File: src/hdl/sng_pkg.sv
// Sidechain noise gate package: widths, register map, config and command types.
// No dependencies; imported by every module of the gate.
package sng_pkg;

    localparam int SAMPLE_W = 24;                // Q1.23 samples
    localparam int COEF_W   = 24;                // Q0.24 coefficients
    localparam int THR_W    = SAMPLE_W - 1;      // threshold magnitude
    localparam int MA_W     = SAMPLE_W + 2;      // signed difference operand
    localparam int MB_W     = COEF_W + 1;        // coefficient operand, signed view
    localparam int P_W      = MA_W + MB_W;       // product
    localparam int STEP_W   = P_W - COEF_W;      // product after the Q0.24 shift

    localparam int APB_DW   = 32;
    localparam int REG_N    = 8;
    localparam int REG_IW   = $clog2(REG_N);
    localparam int ADDR_W   = REG_IW + 2;

    localparam logic [REG_IW-1:0] REG_HP_COEF   = REG_IW'(0);
    localparam logic [REG_IW-1:0] REG_LP_COEF   = REG_IW'(1);
    localparam logic [REG_IW-1:0] REG_ATK_COEF  = REG_IW'(2);
    localparam logic [REG_IW-1:0] REG_REL_COEF  = REG_IW'(3);
    localparam logic [REG_IW-1:0] REG_OPEN_COEF = REG_IW'(4);
    localparam logic [REG_IW-1:0] REG_CLOSE_COEF = REG_IW'(5);
    localparam logic [REG_IW-1:0] REG_OPEN_THR  = REG_IW'(6);
    localparam logic [REG_IW-1:0] REG_CLOSE_THR = REG_IW'(7);

    typedef struct packed {
        logic [COEF_W-1:0] hp_coef;
        logic [COEF_W-1:0] lp_coef;
        logic [COEF_W-1:0] atk_coef;
        logic [COEF_W-1:0] rel_coef;
        logic [COEF_W-1:0] open_coef;
        logic [COEF_W-1:0] close_coef;
        logic [THR_W-1:0]  open_thr;
        logic [THR_W-1:0]  close_thr;
    } t_cfg;

    localparam t_cfg CFG_RESET = '{
        hp_coef:    COEF_W'(216800),
        lp_coef:    COEF_W'(4953000),
        atk_coef:   COEF_W'(231400),
        rel_coef:   COEF_W'(1589),
        open_coef:  COEF_W'(345900),
        close_coef: COEF_W'(1942),
        open_thr:   THR_W'(8389),
        close_thr:  THR_W'(3775)
    };

    // which filter the shared multiplier serves
    typedef enum logic [2:0] {
        SEL_HP  = 3'd0,
        SEL_SC  = 3'd1,
        SEL_ENV = 3'd2,
        SEL_GN  = 3'd3,
        SEL_OUT = 3'd4
    } t_sel;

    typedef struct packed {
        logic load;     // latch input word
        logic mul;      // register product
        logic upd;      // fold product into selected state
        t_sel sel;
        logic out_wr;   // load output register
    } t_cmd;

endpackage

File: src/hdl/sng_regs.sv
// Sidechain noise gate configuration registers behind an APB-style port.
// Depends on sng_pkg.
module sng_regs
    import sng_pkg::*;
(
    input  logic              i_clk,
    input  logic              i_rst_n,
    input  logic              psel,
    input  logic              penable,
    input  logic              pwrite,
    input  logic [ADDR_W-1:0] paddr,
    input  logic [APB_DW-1:0] pwdata,
    output logic [APB_DW-1:0] prdata,
    output logic              pready,
    output t_cfg              o_cfg
);

    t_cfg              r_cfg;
    logic [REG_IW-1:0] w_idx;
    logic              w_wr;

    assign w_idx  = paddr[ADDR_W-1:2];
    assign w_wr   = psel & penable & pwrite;
    assign pready = 1'b1;
    assign o_cfg  = r_cfg;

    always_ff @(posedge i_clk) begin
        if (!i_rst_n) begin
            r_cfg <= CFG_RESET;
        end else if (w_wr) begin
            case (w_idx)
                REG_HP_COEF:    r_cfg.hp_coef    <= pwdata[COEF_W-1:0];
                REG_LP_COEF:    r_cfg.lp_coef    <= pwdata[COEF_W-1:0];
                REG_ATK_COEF:   r_cfg.atk_coef   <= pwdata[COEF_W-1:0];
                REG_REL_COEF:   r_cfg.rel_coef   <= pwdata[COEF_W-1:0];
                REG_OPEN_COEF:  r_cfg.open_coef  <= pwdata[COEF_W-1:0];
                REG_CLOSE_COEF: r_cfg.close_coef <= pwdata[COEF_W-1:0];
                REG_OPEN_THR:   r_cfg.open_thr   <= pwdata[THR_W-1:0];
                REG_CLOSE_THR:  r_cfg.close_thr  <= pwdata[THR_W-1:0];
                default: ;
            endcase
        end
    end

    always_comb begin
        case (w_idx)
            REG_HP_COEF:    prdata = APB_DW'(r_cfg.hp_coef);
            REG_LP_COEF:    prdata = APB_DW'(r_cfg.lp_coef);
            REG_ATK_COEF:   prdata = APB_DW'(r_cfg.atk_coef);
            REG_REL_COEF:   prdata = APB_DW'(r_cfg.rel_coef);
            REG_OPEN_COEF:  prdata = APB_DW'(r_cfg.open_coef);
            REG_CLOSE_COEF: prdata = APB_DW'(r_cfg.close_coef);
            REG_OPEN_THR:   prdata = APB_DW'(r_cfg.open_thr);
            REG_CLOSE_THR:  prdata = APB_DW'(r_cfg.close_thr);
            default:        prdata = '0;
        endcase
    end

endmodule

File: config.mk
export PLATFORM = sky130hd
export DESIGN_NAME = sng_regs
export DESIGN_NICKNAME = d
export VERILOG_FILES = /design/src/hdl/sng_pkg.sv /design/src/hdl/sng_regs.sv
export SDC_FILE = /design/constraint.sdc
export NUM_CORES = 1
export LEC_CHECK = 0
export BUFFER_PORTS_ARGS = -buffer_cell sky130_fd_sc_hd__buf_2
export CAP_MARGIN = 30
export CORE_MARGIN = 4
export CORE_UTILIZATION = 47
export DETAILED_ROUTE_END_ITERATION = 10
export GPL_TIMING_DRIVEN = 0
export HOLD_SLACK_MARGIN = 0.02
export PLACE_DENSITY_LB_ADDON = 0.1
export RECOVER_POWER = 100
export SKIP_LAST_GASP = 1
export SYNTH_ARGS = -nofsm -noshare
export SYNTH_HDL_FRONTEND = slang
export SYNTH_SLANG_ARGS = --single-unit
export TNS_END_PERCENT = 100
File: constraint.sdc
create_clock -name i_clk -period 1.3 [get_ports i_clk]
set_input_delay 0.13 -clock i_clk [delete_from_list [all_inputs] [get_ports i_clk]]
set_output_delay 0.13 -clock i_clk [all_outputs]
set_load 0.05 [all_outputs]
==> run metrics <==
run status=complete, but fails checks; failing checks=setup timing; cell family with most CP delay=compound AO/OA/AOI/OAI gates; wire per inst=about 25 µm; CTS Buf Count=17; pin count of the biggest net entering global routing=18; Worst Tran Pin Value=slightly above 0.8 ns; routed wire length=between 40 and 50 mm; Mapped Area=between 0.008 and 0.009 mm²; Final period util=144%; most frequent cells in the layout=nand2_1 (373), clkbuf_2 (142), dfxtp_2 (116); IO Pins=265; vias in the first global route=9,490; commonest non-fill, non-tap cell in the layout=nand2_1; placer's final routability congestion estimate=0.930; fraction of layout cells with a size suffix above 1=a little under half; slowest CP cell=dfxtp_4; H-tree Lvls=4; clock transition at the registers of the reported paths=0.07 ns; type of the most critical hold path=in -> reg; post-route ant nets=0; post-route cell area=between 0.01 and 0.015 mm²; CP Capture Type=output port; FP Rows=between 40 and 50; Clock Path Buffers=2; final worst setup slack=-0.576 ns; mean post-synth cell area=around 8 µm²; area grow syn2layout=48.0%; startpoint types=flop; setup violators final=172; initial antenna violation count=1; worst-skew pair later-pin latency=0.44 ns; Worst Path Required=around 1.2 ns; Final nets=approximately 1,500; Worst slew margin=between 40% and 50%; met3 GRT Util=9.48%; die width=approximately 150 µm; final worst path period need=roughly 1.9 ns; Cell Area, Placed=approximately 0.011 mm²; DRT iter0 DRCs=roughly 1,300; CTS tree=done; total power per unit cell area=1030 mW/mm²; post-DR vias/cell=roughly 6.0; CP Class=reg -> out; TNS Setup=-35.13 ns; Reg2Reg Setup Slack=~0.51 ns; maximum VDD drop=1.01 mV; Crit path largest cell delay=0.35 ns; Hold Violations, Final=0; Layout Utilization=between 70% and 80%; Max Slew Vio Count=0; GR Layer Usage met1=a little under half; busiest metal layer after global routing=met2; Tot Pwr=13.5 mW; die area=between 0.02 and 0.025 mm²; hpwl dp=between 20 and 30 mm; Hold WS=0.0294 ns; Root Driver=clkbuf_16; fill count=between 1,000 and 1,500; DR pass1 iterations=8; Gate Count Post-Synth=around 1,100; initial core utilization=between 40% and 50%; Die Ht=145 µm; CP Buf/Inv Count=1; register area share after synthesis=43.0%; worst-path cell chain=mux2_2 -> a221o_1 -> o22a_4 -> buf_8; CP max FO=2; ANT cells=0; GR Util met2=approximately three fifths; Largest register FFs=190; skew final=0 ns; critical path arrival=1.75 ns; Pleak=between 5 and 6 nW; yosys warns=0; total clock sinks=190; Seq cells post-synth=190; Max-Cap Viols=0; input/output buffers=220; core area=between 0.015 and 0.02 mm²; DRC=0; post-synth cell types=42; total track usage=a little under two fifths; first-pass GRT wire length=60.3 mm; RSZ-0062 raised after global routing=yes; Vias=slightly above 10,000; f_max=533 MHz; total gr overflow=0
## cell type report
| class | instances | area (µm²) | share of cell area [%] |
|---|---|---|---|
| Buffer | 119 | 916 | 6.99 |
| Clock buffer | 18 | 439 | 3.35 |
| Tap cell | 229 | 287 | 2.19 |
| Sequential cell | 190 | 4030 | 30.8 |
| Inverter | 24 | 90.1 | 0.688 |
| Clock inverter | 14 | 135 | 1.03 |
| Multi-Input combinational cell | 790 | 5270 | 40.2 |
| Timing Repair Buffer | 295 | 1930 | 14.8 |
## per-layer routing
| metal | up-vias | part of all wire (%) |
|---|---|---|
| li1 | 4370 | - |
| met5 | - | 0.0024 |
| met3 | 161 | 12 |
| met4 | 2 | 5.1 |
| met2 | 793 | 45 |
| met1 | 4790 | 37 |
## Yosys cell counts
| cell type | count | share of area [%] |
|---|---|---|
| or2_2 | 2 | 0.14 |
| o2bb2ai_1 | 20 | 2.0 |
| a21oi_1 | 2 | 0.11 |
| buf_1 | 2 | 0.085 |
| o22a_1 | 2 | 0.20 |
| or3_1 | 2 | 0.14 |
| nor2_2 | 2 | 0.14 |
| o211ai_1 | 10 | 0.85 |
| a32oi_1 | 1 | 0.099 |
| a221o_1 | 1 | 0.11 |
| a32o_1 | 1 | 0.11 |
| nand2b_1 | 23 | 1.6 |
| o311ai_0 | 1 | 0.099 |
| nor2b_1 | 7 | 0.49 |
| o21ai_0 | 1 | 0.056 |
| nand3_1 | 59 | 3.3 |
| or2_1 | 1 | 0.071 |
| conb_1 | 2 | 0.085 |
| o22ai_1 | 2 | 0.14 |
| mux2i_1 | 20 | 2.3 |
| dfxtp_1 | 190 | 43 |
| nor3_4 | 2 | 0.37 |
| a221oi_1 | 41 | 4.1 |
| clkbuf_1 | 42 | 1.8 |
| and4b_1 | 1 | 0.11 |
| a222oi_1 | 1 | 0.11 |
| a21boi_0 | 92 | 7.8 |
| a22o_1 | 23 | 2.3 |
| buf_2 | 43 | 2.4 |
| o21a_1 | 1 | 0.085 |
| a22oi_1 | 2 | 0.17 |
| mux2_2 | 2 | 0.25 |
| nand2_1 | 374 | 16 |
| inv_1 | 24 | 1.0 |
| and2_1 | 1 | 0.071 |
| buf_4 | 35 | 3.0 |
| nor2_1 | 48 | 2.0 |
| nand4b_4 | 1 | 0.27 |
| nor2b_2 | 1 | 0.099 |
| a21boi_1 | 31 | 2.6 |
| nor2_4 | 2 | 0.25 |
| nand4_4 | 1 | 0.24 |
## worst min-delay path, cell delays in order
cell and delay (ns):
buf_2 0.17, nand2_1 0.07, a21boi_0 0.06
## where the power goes
group	switching, mW	total, mW	internal (mW)
logic	1.53	2.35	0.822
registers	0.0503	5.88	5.83
clock network	2.52	5.25	2.73
## logic make-up (layout without fill, tap and decap cells)
kind of cell,Yosys count,in the layout,share of synthesized area (%)
other,2,9,0.0848
AOI/OAI and AO/OA,232,232,20.9
buffers and inverters,146,470,8.28
DFF,190,190,43.0
muxes,22,22,2.52
and+or+nand+nor,527,527,25.3
## path summary, 6_finish.rpt
kind,cells after the start,to,startpoint
worst max-delay path,4,prdata[1],o_cfg[1]$_SDFFE_PN1P_
worst min-delay path,3,o_cfg[97]$_SDFFE_PN0P_,pwdata[3]
worst max register to register,3,o_cfg[20]$_SDFFE_PN0P_,o_cfg[20]$_SDFFE_PN0P_
worst min register to register,2,o_cfg[122]$_SDFFE_PN0P_,o_cfg[122]$_SDFFE_PN0P_
## repair_timing
action,in CTS,in global routing
hold buffers,21,0
endpoints found under the hold margin,141,0
gates resized for setup,85,65
buffers inserted,47,6
pin swaps,69,30
gates cloned,0,1
setup endpoints to repair,88,108
## stage by stage
stage          worst slack, ns  std cells
2_1_floorplan          -0.0963       1126
3_3_place_gp            -0.875       1575
3_5_place_dp            -0.881       1575
4_1_cts                 -0.602       1674
5_1_grt                 -0.606       1679
6_report                -0.576       1679
No activity file was read; power rests on OpenSTA's default activity.
