--- src/hdl/sng_pkg.sv ---
// Sidechain noise gate package: widths, register map, config and command types.
// No dependencies; imported by every module of the gate.
package sng_pkg;

    localparam int SAMPLE_W = 24;                // Q1.23 samples
    localparam int COEF_W   = 24;                // Q0.24 coefficients
    localparam int THR_W    = SAMPLE_W - 1;      // threshold magnitude
    localparam int MA_W     = SAMPLE_W + 2;      // signed difference operand
    localparam int MB_W     = COEF_W + 1;        // coefficient operand, signed view
    localparam int P_W      = MA_W + MB_W;       // product
    localparam int STEP_W   = P_W - COEF_W;      // product after the Q0.24 shift

    localparam int APB_DW   = 32;
    localparam int REG_N    = 8;
    localparam int REG_IW   = $clog2(REG_N);
    localparam int ADDR_W   = REG_IW + 2;

    localparam logic [REG_IW-1:0] REG_HP_COEF   = REG_IW'(0);
    localparam logic [REG_IW-1:0] REG_LP_COEF   = REG_IW'(1);
    localparam logic [REG_IW-1:0] REG_ATK_COEF  = REG_IW'(2);
    localparam logic [REG_IW-1:0] REG_REL_COEF  = REG_IW'(3);
    localparam logic [REG_IW-1:0] REG_OPEN_COEF = REG_IW'(4);
    localparam logic [REG_IW-1:0] REG_CLOSE_COEF = REG_IW'(5);
    localparam logic [REG_IW-1:0] REG_OPEN_THR  = REG_IW'(6);
    localparam logic [REG_IW-1:0] REG_CLOSE_THR = REG_IW'(7);

    typedef struct packed {
        logic [COEF_W-1:0] hp_coef;
        logic [COEF_W-1:0] lp_coef;
        logic [COEF_W-1:0] atk_coef;
        logic [COEF_W-1:0] rel_coef;
        logic [COEF_W-1:0] open_coef;
        logic [COEF_W-1:0] close_coef;
        logic [THR_W-1:0]  open_thr;
        logic [THR_W-1:0]  close_thr;
    } t_cfg;

    localparam t_cfg CFG_RESET = '{
        hp_coef:    COEF_W'(216800),
        lp_coef:    COEF_W'(4953000),
        atk_coef:   COEF_W'(231400),
        rel_coef:   COEF_W'(1589),
        open_coef:  COEF_W'(345900),
        close_coef: COEF_W'(1942),
        open_thr:   THR_W'(8389),
        close_thr:  THR_W'(3775)
    };

    // which filter the shared multiplier serves
    typedef enum logic [2:0] {
        SEL_HP  = 3'd0,
        SEL_SC  = 3'd1,
        SEL_ENV = 3'd2,
        SEL_GN  = 3'd3,
        SEL_OUT = 3'd4
    } t_sel;

    typedef struct packed {
        logic load;     // latch input word
        logic mul;      // register product
        logic upd;      // fold product into selected state
        t_sel sel;
        logic out_wr;   // load output register
    } t_cmd;

endpackage

--- src/hdl/sng_ctrl.sv ---
// Sidechain noise gate sequencer: walks the filters over the shared multiplier.
// Depends on sng_pkg; drives sng_dp through t_cmd.
module sng_ctrl
    import sng_pkg::*;
(
    input  logic i_clk,
    input  logic i_rst_n,
    input  logic i_in_valid,
    input  logic i_gate_on,
    input  logic i_out_stall,
    output logic o_in_stall,
    output logic o_out_valid,
    output t_cmd o_cmd
);

    typedef enum logic [10:0] {
        S_IDLE    = 11'b000_0000_0001,
        S_HP_MUL  = 11'b000_0000_0010,
        S_HP_UPD  = 11'b000_0000_0100,
        S_SC_MUL  = 11'b000_0000_1000,
        S_SC_UPD  = 11'b000_0001_0000,
        S_ENV_MUL = 11'b000_0010_0000,
        S_ENV_UPD = 11'b000_0100_0000,
        S_GN_MUL  = 11'b000_1000_0000,
        S_GN_UPD  = 11'b001_0000_0000,
        S_OUT_MUL = 11'b010_0000_0000,
        S_DONE    = 11'b100_0000_0000
    } t_state;

    t_state r_state, n_state;
    logic   r_out_valid, n_out_valid;
    logic   w_out_free;

    assign w_out_free  = !r_out_valid || !i_out_stall;
    assign o_in_stall  = (r_state != S_IDLE);
    assign o_out_valid = r_out_valid;

    always_comb begin
        n_state      = r_state;
        o_cmd        = '0;
        o_cmd.sel    = SEL_HP;
        case (r_state)
            S_IDLE: begin
                if (i_in_valid) begin
                    o_cmd.load = 1'b1;
                    n_state    = i_gate_on ? S_HP_MUL : S_DONE;
                end
            end
            S_HP_MUL:  begin o_cmd.mul = 1'b1; o_cmd.sel = SEL_HP;  n_state = S_HP_UPD;  end
            S_HP_UPD:  begin o_cmd.upd = 1'b1; o_cmd.sel = SEL_HP;  n_state = S_SC_MUL;  end
            S_SC_MUL:  begin o_cmd.mul = 1'b1; o_cmd.sel = SEL_SC;  n_state = S_SC_UPD;  end
            S_SC_UPD:  begin o_cmd.upd = 1'b1; o_cmd.sel = SEL_SC;  n_state = S_ENV_MUL; end
            S_ENV_MUL: begin o_cmd.mul = 1'b1; o_cmd.sel = SEL_ENV; n_state = S_ENV_UPD; end
            S_ENV_UPD: begin o_cmd.upd = 1'b1; o_cmd.sel = SEL_ENV; n_state = S_GN_MUL;  end
            S_GN_MUL:  begin o_cmd.mul = 1'b1; o_cmd.sel = SEL_GN;  n_state = S_GN_UPD;  end
            S_GN_UPD:  begin o_cmd.upd = 1'b1; o_cmd.sel = SEL_GN;  n_state = S_OUT_MUL; end
            S_OUT_MUL: begin o_cmd.mul = 1'b1; o_cmd.sel = SEL_OUT; n_state = S_DONE;    end
            S_DONE: begin
                o_cmd.sel = SEL_OUT;
                if (w_out_free) begin
                    o_cmd.out_wr = 1'b1;
                    n_state      = S_IDLE;
                end
            end
            default: n_state = S_IDLE;
        endcase
    end

    always_comb begin
        n_out_valid = r_out_valid;
        if (o_cmd.out_wr) begin
            n_out_valid = 1'b1;
        end else if (!i_out_stall) begin
            n_out_valid = 1'b0;
        end
    end

    always_ff @(posedge i_clk) begin
        if (!i_rst_n) begin
            r_state     <= S_IDLE;
            r_out_valid <= 1'b0;
        end else begin
            r_state     <= n_state;
            r_out_valid <= n_out_valid;
        end
    end

endmodule

--- config.mk ---
export PLATFORM = sky130hd
export DESIGN_NAME = sng_ctrl
export DESIGN_NICKNAME = d
export VERILOG_FILES = /design/src/hdl/sng_pkg.sv /design/src/hdl/sng_ctrl.sv
export SDC_FILE = /design/constraint.sdc
export NUM_CORES = 1
export LEC_CHECK = 0
export BUFFER_PORTS_ARGS = -buffer_cell sky130_fd_sc_hd__buf_2
export CORE_MARGIN = 4
export CORE_UTILIZATION = 45
export CTS_CLUSTER_DIAMETER = 120
export DETAILED_ROUTE_END_ITERATION = 16
export PLACE_DENSITY = 0.76
export SYNTH_ARGS = -nofsm -noshare
export SYNTH_HDL_FRONTEND = slang
export SYNTH_SLANG_ARGS = --single-unit
export TNS_END_PERCENT = 100
--- constraint.sdc ---
create_clock -name i_clk -period 1.7 [get_ports i_clk]
set_clock_uncertainty 0.15 [all_clocks]
set_input_delay 0.17 -clock i_clk [delete_from_list [all_inputs] [get_ports i_clk]]
set_output_delay 0.17 -clock i_clk [all_outputs]
set_load 0.05 [all_outputs]
==> results.md, run 1 <==
* Detail Placement HPWL at 1370 um
* Area share of the leading cell type in the synthesized netlist at 39.9%
* Tool error: [ERROR DPL-0033] detailed placement checks failed during check placement.
* Die H at 44.6 um
* Synth cell count leaders: 13 x nor2_1, 12 x dfxtp_1, 6 x nand2_1
* Synthesized cell area at 602 um2
* Most frequent cell after synthesis: nor2_1
* Hold_buf cts at 2
* Netlist cell types at 25
* Synth warnings at 0
* Number of top-level pins at 14
* Num CTS Buffers at 3
* CTS Buffer Depth at 2
* Row cnt at 12
* Routability cong. at 0.871
* Number of port buffers at 13
* Placed cell areas at 913 um2
* DP Worst Slack at -0.310 ns
* Starting Density at 50.7%
* Post-CTS setup buffer count at 8
* Cells after Synth at 68
* CTS root buffer: clkbuf_4
* Count of flip-flops with a built-in enable after synthesis at 0
* Resized cells post-CTS at 40
* Synth area leaders: dfxtp_1 40%, nor2_1 8.1%, nand4b_1 7.3%
* Placed Cells at 123
* Dominant cell type by area after synthesis: dfxtp_1
* Outcome: aborted with a tool error
* Die W at 44.6 um
* Mean post-synth cell area at 8.85 um2
* Stopping stage: 4_1_cts
* Fraction of registers with async set/reset at 0%
* CTS sink count at 12
* H-tree levels at 1
* Sequential area share after synthesis at 39.9%
* Most used DFF post-synth: dfxtp_1
* Mapped Nets at 73
* Seq cells post-synth at 12
[kinds of logic after synthesis]
logic type / synth area share, %
AOI/OAI and AO/OA: 6.65
DFF: 39.9
buffers and inverters: 1.25
and+or+nand+nor: 52.2
[per-stage QoR]
step	setup TNS [ns]	hold WS, ns
after floorplan	-2.67	0.166
after global placement	-3.19	0.296
after detailed placement	-3.54	0.297
==> inputs of run 2 (changes only) <==
CORE_AREA = 4 4 65 67   (was unset)
CORE_MARGIN = unset   (was 4)
CORE_UTILIZATION = unset   (was 45)
CTS_CLUSTER_DIAMETER = unset   (was 120)
DIE_AREA = 0 0 69 71   (was unset)
PLACE_DENSITY = unset   (was 0.76)
PLACE_DENSITY_LB_ADDON = 0.15   (was unset)
clock period = 2.2 ns   (was 1.7 ns; I/O delays follow)
==> run 2 against run 1 <==
Net effect:
- the flow now finishes, with violations (setup timing)
- area after synthesis unchanged
- synthesized cell count stayed put
==> results.md, run 2 <==
* Outcome: complete, but fails checks
* Failing checks: setup timing
* Max reg flops at 11
* Hold path cells at 2
* Seq cells post-synth at 12
* Clock transition at path regs at 0.05 ns
* Rel. slew slack at 74.5%
* Max Clock Freq at 440 MHz
* Power, Total at 545 uW
* Dominant cell type by area after synthesis: dfxtp_1
* Area share of the leading cell type in the synthesized netlist at 39.9%
* Largest net degree at the start of global routing at 9
* Synth cell count leaders: 13 x nor2_1, 12 x dfxtp_1, 6 x nand2_1
* First drt pass iteration count at 3
* RSZ-0062 raised after global routing: yes
* P_leak at 0.412 nW
* Mean post-synth cell area at 8.85 um2
* Top reg by flops: r_state
* Fraction of registers with async set/reset at 0%
* Synth area leaders: dfxtp_1 40%, nor2_1 8.1%, nand4b_1 7.3%
* Initial DRC Count at 51
* Setup crit start kind: register
* GR Overflow Total at 0
* CTS tree: done
* Total wire length at 1570 um
* Commonest non-fill, non-tap cell in the layout: nor2_1
* Placed Cells at 130
* Die ar. at 4900 um2
* Core footprint at 3630 um2
* Die W at 69 um
* Vias in the first global route at 568
* CTS root buffer: clkbuf_8
* DRT antenna net count at 0
* Final setup viols at 3
* Antenna violations before repair at 0
* Mapped Nets at 73
* Most frequent cells in the layout: 13 x nor2_1, 9 x buf_4, 8 x dfxtp_1
* HP Class: primary input to register
* Most frequent cell after synthesis: nor2_1
* Number of top-level pins at 14
* All-Layer GR Usage at 6.64%
* Routability cong. at 0.762
* Non-filler cells, final at 140
* Synthesized cell area at 602 um2
* R2R setup slack at 0.26 ns
* CP Data Arrival Time at 1.90 ns
* DP Worst Slack at 0.0243 ns
* Crit Path Class: register to primary output
* Number of port buffers at 13
* Final Cell Area at 891 um2
* Clock latency at the later pin of the worst-skew pair at 0.23 ns
* Multi-input gate area at 374 um2
* Layout cells sized above 1 at 42.4%
* Power Density at 611 nW/um2
* Vias per cell at 4.10
* Most used DFF post-synth: dfxtp_1
* Sequential area share after synthesis at 39.9%
* Hold endpoint: r_state[1]$_SDFFE_PN0P_
* Tcrit/Tclk final at 103%
* HP Start: i_gate_on
* Starting Density at 16.6%
* Global-route wire length before repair at 2540 um
* Die H at 71 um
* Worst r2r src: r_state[5]$_SDFFE_PN0P_
* CP Max Fanout at 3
* Netlist cell types at 25
* Nets at 99
* Setup TNS at -0.127 ns
* Final hold vios at 0
* Num CTS Buffers at 3
* Number of remaining DRC errors at 0
* Sequential cell area at 245 um2
* Placed cell areas at 734 um2
* H-tree levels at 1
* Count of flip-flops with a built-in enable after synthesis at 0
* WL per Instance at 11.2 um
* Req. time, crit path at 1.83 ns
* Reg-to-Reg End: r_state[5]$_SDFFE_PN0P_
* Slew Limit Fails at 0
* Antenna Diode Count at 0
* Final WS setup at -0.0746 ns
* Synth warnings at 0
* CTS Buffer Depth at 2
* Final min period at 2.27 ns
* CTS sink count at 12
* Fillers at 423
* Max-cap violations at 0
* DR vias at 574
* Row cnt at 22
* Detail Placement HPWL at 1230 um
* Layout Area Growth over Synthesis at 48.0%
* Worst-Margin Slew at 0.378 ns
* Cells after Synth at 68
* Hold_buf cts at 0
* Critical Path End Type: primary output
* VDD IR-drop max at 0.000267 V
* R2R depth at 6
## run 2: report_power, final
part           total, mW  internal, mW  switching [mW]  leakage, nW
clock              0.190         0.120          0.0702       0.0216
combinational      0.125        0.0480          0.0772        0.292
sequential         0.229         0.225         0.00493       0.0984
## run 2: cell families (layout without fill, tap and decap cells)
group,Yosys count,after routing,synth area share [%]
AO/OA/AOI/OAI,5,5,6.65
buffers and inverters,1,25,1.25
flip-flops,12,12,39.9
AND/OR/NAND/NOR,50,50,52.2
## run 2: worst max path at each step
stage	start	end	slack, ns	cells after the start
CTS	r_state[1]$_SDFFE_PN0P_	o_cmd[1]	-0.1	6
global route	r_state[0]$_SDFFE_PN1P_	o_cmd[5]	-0.15	6
detailed placement	r_state[0]$_SDFFE_PN1P_	o_cmd[1]	0.02	6
floorplan	r_state[0]$_SDFFE_PN1P_	o_cmd[1]	0.12	5
finish	r_state[0]$_SDFFE_PN1P_	o_cmd[5]	-0.07	6
global placement	r_state[0]$_SDFFE_PN1P_	o_cmd[1]	-0.05	6
## run 2: timing repair
action                                  CTS  global route
endpoints found under the setup margin    6             6
pin swaps                                 4             4
setup buffers                             3             4
gates cloned                              0             0
endpoints found under the hold margin     0             0
gates resized for setup                  12             8
## run 2: metrics by stage
stage	hold slack, ns	utilization (%)
floorplan	0.216	-
global placement	0.351	20.2
detailed placement	0.345	20.2
CTS	0.101	23.0
global route	0.104	24.5
finish	0.102	24.5
## run 2: metal layers
layer / GRT usage (%) / up-vias / share of wire [%]
met5: 0 / - / 0
met4: 1.30 / 0 / 0.64
met3: 3.69 / 2 / 6.4
met2: 9.85 / 13 / 43
met1: 8.47 / 260 / 49
li1: - / 299 / -
## run 2: worst max-delay path, cell delays in order, from the launching register on
cell	delay [ns]
dfxtp_2	0.32
or4_4	0.58
nor2b_4	0.16
nand4b_1	0.14
buf_4	0.17
nand4b_1	0.13
buf_6	0.18
## run 2: layout make-up
class / instances / share of cell area [%]
Clock buffer: 3 / 4.63
Multi-Input combinational cell: 55 / 42.0
Sequential cell: 12 / 27.5
Tap cell: 48 / 6.74
Timing Repair Buffer: 22 / 19.1
Note: power is estimated with default switching activity, not from simulation.
==> inputs of run 3 (changes only) <==
CAP_MARGIN = 10   (was unset)
PLACE_DENSITY = 0.37   (was unset)
PLACE_DENSITY_LB_ADDON = unset   (was 0.15)
==> run 3 against run 2 <==
Net effect:
- the run still ends with setup timing left
- core utilization is 0.59 points higher
- combinational power down 6%
- power is 8.1% higher
- first-iteration DRC count decreased by 25%
- non-clock buffer count fell by 2
- wire length fell by 2.0%
- sequential share of layout area decreased by 1.1 points
- flip-flop and latch count did not move
- maximum frequency up 1.2%
- clock power up 27%
- die area stayed put
- cell area increased by 2.4%
- largest cell class unchanged
- largest power group is now the clock network
==> results.md, run 3 (same netlist as run 2, synthesis figures left out) <==
* Outcome: complete, but fails checks
* Failing checks: setup timing
* Worst r2r src: r_state[1]$_SDFFE_PN0P_
* First drt pass iteration count at 4
* H-tree levels at 1
* Clock transition at path regs at 0.05 ns
* Worst-Margin Slew at 0.390 ns
* WL per Instance at 11.1 um
* GR Overflow Total at 0
* Slew Limit Fails at 0
* DP Worst Slack at 0.0184 ns
* RSZ-0062 raised after global routing: yes
* Final min period at 2.25 ns
* Hold_buf cts at 0
* Initial DRC Count at 38
* Total wire length at 1540 um
* Crit path max-delay family: simple AND/OR/NAND/NOR gates
* CP Max Fanout at 4
* DRT antenna net count at 0
* Number of port buffers at 13
* Final setup viols at 4
* Worst path cell trace: or4_4 > nor2b_4 > nand4b_1 > and2_4 > nand3_2 > buf_8
* Max reg flops at 11
* Layout cells sized above 1 at 42.9%
* Clock share of power at 41.1%
* Critical-path top delay cell: or4_4
* Max Clock Freq at 445 MHz
* Top reg by flops: r_state
* Combinational Power Share at 20.0%
* Global-route wire length before repair at 2520 um
* CP Data Arrival Time at 1.88 ns
* Nets at 97
* Routability cong. at 0.730
* Most frequent cells in the layout: 13 x nor2_1, 11 x dfxtp_1, 7 x buf_2, 7 x buf_4
* Commonest non-fill, non-tap cell in the layout: nor2_1
* Placed cell areas at 734 um2
* Die H at 71 um
* Switching part of the total power at 27.9%
* CTS Buffer Depth at 2
* Row cnt at 22
* DR vias at 591
* Max-cap violations at 0
* Vias per cell at 4.25
* Crit Path Class: register to primary output
* Starting Density at 16.6%
* Largest net degree at the start of global routing at 9
* VDD IR-drop max at 0.000156 V
* Final hold vios at 0
* Critical Path End Type: primary output
* Fillers at 404
* R2R setup slack at 0.22 ns
* Final WS setup at -0.0484 ns
* Power Density at 645 nW/um2
* Setup crit start kind: register
* Clock latency at the later pin of the worst-skew pair at 0.24 ns
* CP max stage delay at 0.57 ns
* Final Cell Area at 912 um2
* Req. time, crit path at 1.83 ns
* CP bufs+invs at 1
* CTS tree: done
* Vias in the first global route at 556
* Int Power at 424 uW
* Reg-to-Reg End: r_state[9]$_SDFFE_PN0P_
* Rel. slew slack at 73.7%
* Tcrit/Tclk final at 102%
* Layout Area Growth over Synthesis at 51.6%
* CTS root buffer: clkbuf_8
* P_leak at 0.431 nW
* Number of remaining DRC errors at 0
* HP Class: primary input to register
* Antenna violations before repair at 0
* Detail Placement HPWL at 1190 um
* Worst Setup SP: r_state[1]$_SDFFE_PN0P_
* CTS sink count at 12
* Critical Path Stages at 6
* All-Layer GR Usage at 6.59%
* Num CTS Buffers at 3
* Net Sw Power at 164 uW
* Antenna Diode Count at 0
* Number of top-level pins at 14
* Setup crit end: o_cmd[1]
* R2R depth at 6
* Die W at 69 um
* Sequential share of power at 38.9%
* Core footprint at 3630 um2
* Die ar. at 4900 um2
==> run 3: cell count changes in the layout (fill, tap and decap cells not counted), sizes merged <==
cell and delta:
clkbuf +1, buf -2
==> run 3: routing by layer <==
metal | up-vias | wire length (um) | GRT usage (%) | part of all wire, %
met5 | - | 0 | 0 | 0
met4 | 0 | 25 | 3.25 | 1.6
li1 | 295 | - | - | -
met2 | 22 | 696 | 10.4 | 45
met3 | 4 | 137 | 3.41 | 8.9
met1 | 270 | 682 | 7.30 | 44
==> run 3: what timing repair did <==
action,CTS,global route
resized for setup,17,6
buffers inserted,3,2
pin swaps,5,2
gates cloned,0,0
setup endpoints to repair,6,6
==> run 3: stage by stage <==
stage / hold slack (ns) / power [mW] / TNS, ns / std cells / utilization (%)
2_1_floorplan: 0.216 / 0.314 / 0 / 68 / -
3_3_place_gp: 0.348 / 0.341 / -0.0415 / 130 / 20.2
3_5_place_dp: 0.342 / 0.340 / 0 / 130 / 20.2
4_1_cts: 0.0826 / 0.595 / -0.211 / 137 / 23.9
5_1_grt: 0.0960 / 0.617 / -0.494 / 139 / 25.1
6_report: 0.0831 / 0.588 / -0.141 / 139 / 25.1
==> run 3: layout make-up <==
cell class | instances | area (um2) | share of cell area, %
multi-input combinational | 55 | 393 | 43.1
clock buffer | 4 | 55.1 | 6.04
timing repair buffer | 20 | 163 | 17.8
tap | 48 | 60.1 | 6.58
sequential | 12 | 241 | 26.5
==> run 3: power groups by stage <==
stage	registers (mW)	logic (mW)	clock network [mW]
6_report	0.229	0.118	0.242
3_3_place_gp	0.233	0.108	0
5_1_grt	0.230	0.126	0.262
4_1_cts	0.229	0.115	0.251
2_1_floorplan	0.234	0.0800	0
3_5_place_dp	0.233	0.107	0
==> run 3: how the worst min path moves through the flow <==
stage                          from                      end  slack [ns]  cells after the start
after global placement    i_gate_on  r_state[1]$_SDFFE_PN0P_        0.35                      2
after CTS                 i_gate_on  r_state[1]$_SDFFE_PN0P_        0.08                      2
after global routing      i_gate_on  r_state[1]$_SDFFE_PN0P_         0.1                      2
after floorplan           i_gate_on  r_state[1]$_SDFFE_PN0P_        0.22                      1
final                     i_gate_on  r_state[1]$_SDFFE_PN0P_        0.08                      2
after detailed placement  i_gate_on  r_state[1]$_SDFFE_PN0P_        0.34                      2
==> inputs of run 4 (changes only) <==
HOLD_SLACK_MARGIN = 0.08   (was unset)
clock period = 2.9 ns   (was 2.2 ns; I/O delays follow)
==> run 4 against run 3 <==
Net effect:
- the run now ends clean
- cell area decreased by 17%
- via count down 5.2%
- global-route usage rose by 0.38 points
- die area did not move
- cell count down 5.8%
- non-clock buffer count shrank 7
- wire length increased by 3.4%
- sequential power shrank 24%
- clock power fell by 39%
- register-to-register slack improved by 0.76 ns
- hold slack improved by 0.084 ns
- highest routed layer is now met3
==> results.md, run 4 (same netlist as run 2, synthesis figures left out) <==
* CP max stage delay at 0.56 ns
* Clock share of power at 36.8%
* P_leak at 0.331 nW
* Die ar. at 4900 um2
* Layout cells sized above 1 at 28.9%
* Crit Path Class: register to primary output
* Placed Cells at 128
* Post-CTS setup buffer count at 0
* Resized cells post-CTS at 0
* Tcrit/Tclk final at 89.1%
* Total wire length at 1590 um
* Hold_buf cts at 0
* Final Cell Area at 761 um2
* Slew Limit Fails at 0
* Non-filler cells, final at 131
* Nets at 90
* HP Class: primary input to register
* Int Power at 286 uW
* Combinational Power Share at 19.9%
* First drt pass iteration count at 4
* R2R setup slack at 0.98 ns
* Die H at 71 um
* Fillers at 410
* Die W at 69 um
* RSZ-0062 raised after global routing: no
* CTS tree: done
* H-tree levels at 1
* Net Sw Power at 116 uW
* CTS root buffer: clkbuf_8
* Power, Total at 401 uW
* Num CTS Buffers at 3
* Antenna Diode Count at 0
* Critical-path top delay cell: or4_4
* Fin Hold WS at 0.168 ns
* Switching part of the total power at 28.8%
* Max-cap violations at 0
* VDD IR-drop max at 0.000111 V
* Antenna violations before repair at 0
* Most frequent cells in the layout: 13 x nor2_1, 13 x buf_2, 12 x dfxtp_1
* Worst r2r src: r_state[1]$_SDFFE_PN0P_
* Number of port buffers at 13
* Critical Path End Type: primary output
* Layout Area Growth over Synthesis at 26.4%
* Power Density at 528 nW/um2
* Clock transition at path regs at 0.05 ns
* Routability cong. at 0.812
* Starting Density at 16.6%
* Max Clock Freq at 387 MHz
* Core footprint at 3630 um2
* CP Data Arrival Time at 2.15 ns
* Vias in the first global route at 526
* GR Overflow Total at 0
* HP Start: i_gate_on
* Max reg flops at 11
* DP Worst Slack at 0.577 ns
* Final WS setup at 0.315 ns
* Hold endpoint: r_state[1]$_SDFFE_PN0P_
* Worst path cell trace: or4_4 > nor2b_2 > nand4b_1 > and2_1 > nand3_1 > buf_2
* Setup TNS at 0 ns
* Initial DRC Count at 49
* Row cnt at 22
* CTS Buffer Depth at 2
* Final hold vios at 0
* Worst-Margin Slew at 0.476 ns
* Final setup viols at 0
* DR vias at 560
* Rel. slew slack at 68.0%
* Reg-to-Reg End: r_state[0]$_SDFFE_PN1P_
* Number of top-level pins at 14
* Detail Placement HPWL at 1260 um
* CTS sink count at 12
* Sequential share of power at 43.3%
* Final min period at 2.59 ns
* Placed cell areas at 719 um2
* Req. time, crit path at 2.46 ns
* DRT antenna net count at 0
* Number of remaining DRC errors at 0
* Top reg by flops: r_state
* WL per Instance at 12.2 um
* Hold path cells at 2
* Outcome: finished, final reports clean
* All-Layer GR Usage at 6.97%
* Setup crit start kind: register
* Clock latency at the later pin of the worst-skew pair at 0.24 ns
* Largest net degree at the start of global routing at 9
* R2R depth at 5
* CP Max Fanout at 4
* Vias per cell at 4.27
* Final core utilization at 20.9%
* Global-route wire length before repair at 2640 um
run 4: area by class of cell:
class	instances	area (um2)	area share [%]
Clock buffer	3	41.3	5.43
Multi-Input combinational cell	55	354	46.5
Sequential cell	12	240	31.6
Tap cell	48	60.1	7.89
Timing Repair Buffer	13	65.1	8.55
run 4: how the worst max path moves through the flow:
| stage | slack, ns | cells after the start | from | to |
|---|---|---|---|---|
| floorplan | 0.75 | 5 | r_state[0]$_SDFFE_PN1P_ | o_cmd[1] |
| detailed placement | 0.58 | 6 | r_state[0]$_SDFFE_PN1P_ | o_cmd[1] |
| CTS | 0.31 | 6 | r_state[0]$_SDFFE_PN1P_ | o_cmd[1] |
| finish | 0.31 | 6 | r_state[1]$_SDFFE_PN0P_ | o_cmd[1] |
| global route | 0.24 | 6 | r_state[0]$_SDFFE_PN1P_ | o_cmd[1] |
| global placement | 0.55 | 6 | r_state[1]$_SDFFE_PN0P_ | o_cmd[1] |
run 4: critical path, delay by kind of cell, from the launching register on:
family | cells | cell delay (ns)
and+or+nand+nor | 5 | 1.30
DFF | 1 | 0.34
buffers and inverters | 1 | 0.27
run 4: layer usage:
| layer | global-route usage, % | wire length (um) |
|---|---|---|
| met5 | 0 | 0 |
| met3 | 3.13 | 115 |
| met2 | 9.22 | 653 |
| met4 | 3.90 | 0 |
| met1 | 9.24 | 823 |
run 4: power by group through the flow:
stage / combinational [mW] / sequential [mW] / clock (mW)
final: 0.0798 / 0.174 / 0.148
after global routing: 0.0867 / 0.174 / 0.161
after CTS: 0.0804 / 0.174 / 0.153
after detailed placement: 0.0798 / 0.177 / 0
after global placement: 0.0818 / 0.177 / 0
after floorplan: 0.0607 / 0.177 / 0
